===== src/rtl/rcadc_pkg.sv =====
`timescale 1ns / 1ps
`default_nettype none
// ----------------------------------------------------------------------------
// RC charge-time ADC scanner package
// Shared constants, scan state and result types.
// ----------------------------------------------------------------------------
package rcadc_pkg;

   localparam int MAX_CHANNELS = 8;
   localparam int PIN_BITS     = 8;
   localparam int CH_LIMIT     = (MAX_CHANNELS < PIN_BITS) ? MAX_CHANNELS : PIN_BITS;

   localparam int TIME_W  = 32;
   localparam int COUNT_W = 4;
   localparam int CHAN_W  = 3;

   localparam int REQ_DATA_W = 40;
   localparam int RSP_DATA_W = 40;

   localparam logic [COUNT_W-1:0] COUNT_RESET = COUNT_W'(8);
   localparam logic [COUNT_W-1:0] COUNT_LIMIT = COUNT_W'(CH_LIMIT);

   typedef enum logic [1:0] {
      PH_IDLE      = 2'd0,
      PH_DISCHARGE = 2'd1,
      PH_CHARGE    = 2'd2
   } phase_type;

   typedef struct packed {
      phase_type          phase;
      logic [CHAN_W-1:0]  channel_index;
      logic [TIME_W-1:0]  start_time;
      logic               discharge_on;
   } scan_state_type;

   typedef struct packed {
      logic               discharge_drive;
      logic               reading_valid;
      logic [CHAN_W-1:0]  reading_channel;
      logic [TIME_W-1:0]  reading_value;
      logic               ready_res;
   } scan_result_type;

   function automatic logic [COUNT_W-1:0] channel_count(input logic [COUNT_W-1:0] active);
      logic [COUNT_W-1:0] n;
      n = active;
      if (n == '0) begin
         n = COUNT_W'(1);
      end
      if (n > COUNT_LIMIT) begin
         n = COUNT_LIMIT;
      end
      return n;
   endfunction

endpackage : rcadc_pkg
`default_nettype wire


===== src/rtl/rcadc_step.sv =====
`timescale 1ns / 1ps
`default_nettype none
// ----------------------------------------------------------------------------
// RC charge-time ADC scan step
// Next scan state and result for one tick of timestamp and pin levels.
// ----------------------------------------------------------------------------
module rcadc_step (
   input  rcadc_pkg::scan_state_type            state_cur,
   input  logic [rcadc_pkg::COUNT_W-1:0]        active_channels,
   input  logic [rcadc_pkg::TIME_W-1:0]         time_now,
   input  logic [rcadc_pkg::PIN_BITS-1:0]       pin_levels,
   output rcadc_pkg::scan_state_type            state_nxt,
   output rcadc_pkg::scan_result_type           result
);
   import rcadc_pkg::*;

   logic               level;
   logic [COUNT_W-1:0] next_count;
   logic [COUNT_W-1:0] count;

   assign level      = pin_levels[state_cur.channel_index];
   assign next_count = COUNT_W'(state_cur.channel_index) + COUNT_W'(1);
   assign count      = channel_count(active_channels);

   always_comb begin
      state_nxt              = state_cur;
      result.reading_valid   = 1'b0;
      result.reading_channel = '0;
      result.reading_value   = '0;
      unique case (state_cur.phase)
         PH_DISCHARGE: begin
            if (!level) begin
               state_nxt.discharge_on = 1'b0;
               state_nxt.start_time   = time_now;
               state_nxt.phase        = PH_CHARGE;
            end
         end
         PH_CHARGE: begin
            if (level) begin
               result.reading_valid   = 1'b1;
               result.reading_channel = state_cur.channel_index;
               result.reading_value   = time_now - state_cur.start_time;
               if (next_count >= count) begin
                  state_nxt.channel_index = '0;
                  state_nxt.phase         = PH_IDLE;
               end else begin
                  state_nxt.channel_index = next_count[CHAN_W-1:0];
                  state_nxt.discharge_on  = 1'b1;
                  state_nxt.phase         = PH_DISCHARGE;
               end
            end
         end
         default: begin
            state_nxt.discharge_on = 1'b1;
            state_nxt.phase        = PH_DISCHARGE;
         end
      endcase
      result.discharge_drive = state_nxt.discharge_on;
      result.ready_res       = (state_nxt.phase == PH_IDLE);
   end

endmodule : rcadc_step
`default_nettype wire


===== src/rtl/rc_charge_time_adc_scanner.sv =====
`timescale 1ns / 1ps
`default_nettype none
// ----------------------------------------------------------------------------
// RC charge-time ADC scanner
// Scans comparator channels, timing each capacitor charge after a discharge.
// ----------------------------------------------------------------------------
// Each accepted tick's result is registered in the output register, or in the
// skid stage while the output is held. Throughput is one tick per cycle while
// the skid stage is empty, limited by the single scan-state register. The
// two-entry output register and skid stage keep the input open while a result
// waits. Synchronous reset returns the scan to idle on channel zero, drive released, channel count eight.
module rc_charge_time_adc_scanner (
   input  logic                               clock,
   input  logic                               reset,
   input  logic                               csr_wr_en,
   input  logic [rcadc_pkg::COUNT_W-1:0]      csr_wr_data,
   input  logic                               req_tvalid,
   output logic                               req_tready,
   // time_now [31:0], pin_levels [39:32].
   input  logic [rcadc_pkg::REQ_DATA_W-1:0]   req_tdata,
   output logic                               rsp_tvalid,
   input  logic                               rsp_tready,
   // discharge_drive [0], reading_channel [3:1], reading_value [35:4],
   // ready_res [36], zero [39:37].
   output logic [rcadc_pkg::RSP_DATA_W-1:0]   rsp_tdata,
   // reading_valid [0].
   output logic                               rsp_tuser
);
   import rcadc_pkg::*;

   logic [COUNT_W-1:0] active_ff;
   scan_state_type     state_ff;
   scan_state_type     state_in;
   scan_result_type    result_in;
   scan_result_type    out_ff;
   scan_result_type    skid_ff;
   logic               out_valid_ff;
   logic               skid_valid_ff;
   logic               req_xfer;
   logic               out_free;

   assign req_tready = !skid_valid_ff;
   assign req_xfer   = req_tvalid && req_tready;
   assign out_free   = rsp_tready || !out_valid_ff;

   rcadc_step u_step (
      .state_cur       (state_ff),
      .active_channels (active_ff),
      .time_now        (req_tdata[TIME_W-1:0]),
      .pin_levels      (req_tdata[TIME_W +: PIN_BITS]),
      .state_nxt       (state_in),
      .result          (result_in)
   );

   always_ff @(posedge clock) begin
      if (reset) begin
         active_ff              <= COUNT_RESET;
         state_ff.phase         <= PH_IDLE;
         state_ff.channel_index <= '0;
         state_ff.start_time    <= '0;
         state_ff.discharge_on  <= 1'b0;
         out_valid_ff           <= 1'b0;
         skid_valid_ff          <= 1'b0;
      end else begin
         if (csr_wr_en) begin
            active_ff <= csr_wr_data;
         end
         if (req_xfer) begin
            state_ff <= state_in;
         end
         if (out_free) begin
            if (skid_valid_ff) begin
               out_valid_ff  <= 1'b1;
               skid_valid_ff <= 1'b0;
            end else begin
               out_valid_ff <= req_xfer;
            end
         end else if (req_xfer) begin
            skid_valid_ff <= 1'b1;
         end
      end
   end

   always_ff @(posedge clock) begin
      if (out_free) begin
         if (skid_valid_ff) begin
            out_ff <= skid_ff;
         end else if (req_xfer) begin
            out_ff <= result_in;
         end
      end else if (req_xfer) begin
         skid_ff <= result_in;
      end
   end

   assign rsp_tvalid = out_valid_ff;
   assign rsp_tuser  = out_ff.reading_valid;
   assign rsp_tdata  = {3'b000, out_ff.ready_res, out_ff.reading_value,
                        out_ff.reading_channel, out_ff.discharge_drive};

endmodule : rc_charge_time_adc_scanner
`default_nettype wire


===== config.mk =====
export PLATFORM = sky130hd
export DESIGN_NAME = rc_charge_time_adc_scanner
export DESIGN_NICKNAME = d
export VERILOG_FILES = /design/src/rtl/rcadc_pkg.sv /design/src/rtl/rcadc_step.sv /design/src/rtl/rc_charge_time_adc_scanner.sv
export SDC_FILE = /design/constraint.sdc
export NUM_CORES = 1
export LEC_CHECK = 0
export BUFFER_PORTS_ARGS = -buffer_cell sky130_fd_sc_hd__buf_2
export CAP_MARGIN = 20
export CORE_ASPECT_RATIO = 2
export CORE_MARGIN = 4
export CORE_UTILIZATION = 48
export CTS_CLUSTER_SIZE = 25
export DETAILED_ROUTE_END_ITERATION = 12
export GPL_TIMING_DRIVEN = 1
export PLACE_DENSITY = 0.69
export SLEW_MARGIN = 15
export SYNTH_ARGS = -nofsm -noshare
export SYNTH_HDL_FRONTEND = slang
export SYNTH_HIERARCHICAL = 1
export SYNTH_SLANG_ARGS = --single-unit

===== constraint.sdc =====
create_clock -name clock -period 3.35 [get_ports clock]
set_clock_uncertainty 0.15 [all_clocks]
set_input_delay 0.67 -clock clock [delete_from_list [all_inputs] [get_ports clock]]
set_output_delay 0.67 -clock clock [all_outputs]
set_load 0.005 [all_outputs]

Word level (Yosys, flattened, before mapping)
Index checks and enable logic that the tools add are counted.
{"block": "totals", "ff_bits": 120, "in_bits": 49, "output_inout_bits": 43, "wordCells": 55}
{"block": "classes", "n_addsub": 2, "n_lt_le_gt_ge": 3, "n_eq_ne": 2, "muxes": 17, "bitwise": 2, "reduce_logical": 12}
{"op": "38-bit two-way mux", "count": 2}
{"op": "36-bit two-way mux", "count": 2}
{"op": "32-bit subtractor", "count": 1}
{"op": "4-bit two-way mux", "count": 3}
{"op": "3-bit AND reduction", "count": 2}
{"op": "1-bit two-way mux", "count": 5}
{"op": "5-bit two-way mux", "count": 1}
{"op": "3-bit by 1-bit adder with 4-bit output, second input constant", "count": 1}
{"op": "4-bit greater-or-equal comparator", "count": 1}
{"op": "4-bit > comparator, second input constant", "count": 1}
{"op": "4-bit zero test", "count": 1}
{"op": "3-bit by 4-bit < comparator with 1-bit output, second input constant", "count": 1}
{"op": "2-bit case mux with 2 select lines", "count": 1}
{"op": "2-bit AND reduction", "count": 2}
{"op": "1-bit binary-select mux with 3-bit select", "count": 1}
{"op": "2-bit by 1-bit == test with 1-bit output, second input constant", "count": 1}
{"op": "2-bit == test, second input constant", "count": 1}
{"op": "1-bit zero test", "count": 2}
{"op": "2-bit zero test", "count": 1}
{"op": "2-bit two-way mux", "count": 1}
{"op": "1-bit NOT", "count": 2}
{"op": "1-bit case mux with 2 select lines", "count": 1}
{"op": "2-bit nonzero test", "count": 1}
{"op": "2-bit OR reduction", "count": 1}
{"op": "2 further kinds", "count": 2}

Depth between registers and ports, before layout
{"block": "depth", "ltp_word": 11, "ltp_mapped": 13, "mapped_depth_nobuf": 12}

Cells and area by module
Netlist, hierarchy kept.
{"mod": "rc_charge_time_adc_scanner", "instances": 1, "cells_per_inst": 318, "area_per_inst_um2": 4903.5, "seq_area_each_um2": 3163.0}
{"mod": "rcadc_step", "instances": 1, "cells_per_inst": 412, "area_per_inst_um2": 2984.1, "seq_area_each_um2": 0.0}

Worst setup path before layout
No wires, ideal clock.
{"block": "synth_timing", "path_type": "input port to flip-flop", "start": "input req_tvalid", "end": "register skid_ff[0] in the netlist's numbering (enable)", "setup_ns": 0.437, "arrival_time_ns": 2.762, "t_required_ns": 2.763, "setup_slack_ns": 0.000, "cell_stages": 3, "n_path_buf": 1, "path_cell_list": "nor2b_1 buf_2 nor2b_1"}
{"block": "synth_via", "elab_chain_len": 2}
{"element": "start, declared", "line_no": "rc_charge_time_adc_scanner.sv:17", "rtl": "input logic req_tvalid,"}
{"element": "1-bit logical AND", "line_no": "rc_charge_time_adc_scanner.sv:43", "rtl": "assign req_xfer = req_tvalid && req_tready;"}
{"element": "2-bit AND reduction (no source line)"}
{"element": "end signal, assigned", "line_no": "rc_charge_time_adc_scanner.sv:92", "rtl": "skid_ff <= result_in;"}
{"element": "end, declared", "line_no": "rc_charge_time_adc_scanner.sv:36", "rtl": "scan_result_type skid_ff;"}
No other way between the ends.
A chain may end at the register's enable or synchronous reset.

==> metrics <==
status complete, no violations; GR Overflow Total 0; clock-pin slew on the worst setup and hold paths 0.06 ns; R2R Setup Slk approximately 0.34 ns; clk_lat worst skew ~0.4 ns; H-tree depth 4; Max Fanout on Critical Path 2; final hold vios 0; post-synth cell types 77; Fmax 330 MHz; Post-Syn Instances 730; CTS sink count between 100 and 150; Final setup viols 0; max capacitance violation total 0; hpwl dp about 13 mm; # DRC 0; RR Endpoint rsp_tdata[32]; initial antenna violation count 0; starting density of the core roughly 50%; Root Driver clkbuf_16; drt via density 5.57; Cells after DPL roughly 1000; CP Capture Point rsp_tdata[32]; Die Y roughly 190 um; global-route wire length before repair just over 30 mm; post-synthesis register bit count 120; postcts setup bufs 0; drt total wl 18.4 mm; Yosys Warn Count 6; crit share post-route 90.5%; ys flop type edfxtp_1; I/O Pins slightly above 90; Final Non-Filler Cells 1051; CTS Buf Count 17; Min-Delay Path Class input pin to register; register area share after synthesis about two fifths; Setup crit start req_tdata[0]; layout cell share with drive strength beyond 1 around 30%; FF-to-FF path depth 10; FF-to-FF Start state_ff[1]; hold_buf cts 0; GRT Util Overall between 20% and 30%; placer congestion estimate between 0.8 and 0.9; fillcell total 1456; CTS tree done; DR vias 5857; Layout area overhead 16.9%; leak pwr approximately 0.0037 uW; Port Buffers 88; max-slew violations 0; largest area contributor in the netlist edfxtp_1; Post-Syn Area 7890 um^2; std cell rows between 60 and 70; crit path time final 3.03 ns; Setup WS pre-CTS -0.0965 ns; Worst-Margin Slew 0.675 ns; Routed Antenna Nets 0; peak supply drop approximately 0.32 mV; relative slew slack 55.0%; Post-synth ARST share 0%; ANT cells 0; most frequent cell after synthesis edfxtp_1; number of nets in the layout roughly 920; post_cts resized 0; EDFF count, synth 76; Longest Clk Path Bufs 2; area share of the largest cell type after synthesis between 20 and 30%; largest net degree at the start of global routing between 70 and 80; RSZ-0062 raised after global routing false; Avg Inst Size Synth between 10 and 15 um^2; core area 16200 um^2; DR pass1 iterations 5; worst path arrival time just over 3 ns; Post-synth top cells 76 x edfxtp_1, 61 x mux2_4, 48 x nor2_1; die outline area 18700 um^2; critical path type input pin to register; width of the die 98.6 um; number of global-route vias before repair about 6200; Starting DRT DRC Count ~270; Setup crit end kind register; WP data required about 3.4 ns; final worst setup slack about 0.32 ns; top cells by area, synth edfxtp_1 29%, mux2_4 12%, dfxtp_1 11%; Critical Path Start Type input pin; Power per Cell Area roughly 430 nW/um^2; per-cell routed wire length ~17 um
logic make-up after synthesis:
kind of cell | count (synthesis) | synth area share (%)
simple gates | 218 | 17.4
compound gates | 150 | 12.2
flops | 120 | 40.1
buf+inv | 99 | 6.52
mux | 77 | 14.5
fa+ha+maj | 39 | 6.28
xor+xnor | 26 | 2.89
other cells | 1 | 0.0475
cell type report:
class | count | area [um^2] | share of cell area (%)
multi-input cells | 513 | 4230 | 45.9
flip-flops and latches | 120 | 3170 | 34.4
repair buffers | 134 | 831 | 9.01
clock buffers | 19 | 453 | 4.91
well taps | 204 | 255 | 2.77
inverters | 48 | 180 | 1.95
clock inverters | 13 | 104 | 1.13
per-stage QoR:
stage / TNS (ns) / utilization [%] / total power, uW / instance area (um^2) / hold slack [ns]
3_3_place_gp: -0.114 / 53.3 / 2280 / 8630 / 0.310
2_1_floorplan: 0 / - / 2090 / 7900 / 0.296
6_report: 0 / 56.9 / 3980 / 9220 / 0.317
4_1_cts: 0 / 56.8 / 4010 / 9190 / 0.300
5_1_grt: 0 / 56.9 / 4150 / 9220 / 0.296
3_5_place_dp: -0.181 / 53.3 / 2290 / 8630 / 0.318
registers in the layout, indices dropped and copies added (netlist names):
signal	flops
active_ff	4
rsp_tdata	37
rsp_tuser	1
rsp_tvalid	1
skid_ff	38
skid_valid_ff	1
state_ff	38
power by group:
part           leakage [uW]  internal, uW  switching, uW
logic               0.00231           291            336
registers           0.00115          1620           24.5
clock network      0.000264          1050            661
per-layer routing:
metal | vias up | track usage, % | share of wire [%]
li1 | 2867 | - | -
met1 | 2826 | 23.4 | 41
met2 | 140 | 36.9 | 54
met3 | 24 | 3.83 | 3.4
met4 | 0 | 8.15 | 1.7
met5 | - | 0 | 0
placed cells by master, fill, tap and decap left out, types with 29 or more instances in the layout:
| cell type | count |
|---|---|
| ha_1 | 38 |
| nand2b_1 | 45 |
| buf_4 | 43 |
| nand4bb_1 | 38 |
| nor2_1 | 48 |
| inv_1 | 46 |
| a21oi_1 | 34 |
| nand2_1 | 29 |
| dfxtp_1 | 43 |
| o21ai_0 | 46 |
| buf_2 | 88 |
| edfxtp_1 | 76 |
| mux2_4 | 61 |
how the worst min path moves through the flow:
stage / from / cells past startpoint / to / slack [ns]
after floorplan: state_ff[0] / 2 / state_ff[0] / 0.30
after detailed placement: state_ff[0] / 2 / state_ff[0] / 0.32
after global routing: csr_wr_data[3] / 2 / active_ff[3] / 0.30
final: csr_wr_data[3] / 2 / active_ff[3] / 0.32
after CTS: csr_wr_data[3] / 2 / active_ff[3] / 0.30
after global placement: state_ff[0] / 2 / state_ff[0] / 0.31
worst max-delay path, stage by stage:
cell and delay, ns:
buf_2 0.08, inv_1 0.04, ha_1 0.21, fa_1 0.38, and2b_1 0.22, o2111ai_1 0.14
nand3b_1 0.17, a41oi_2 0.15, o31a_1 0.34, o221a_2 0.25, mux2i_1 0.14, mux2_4 0.27
(Power assumes the default switching activity.)
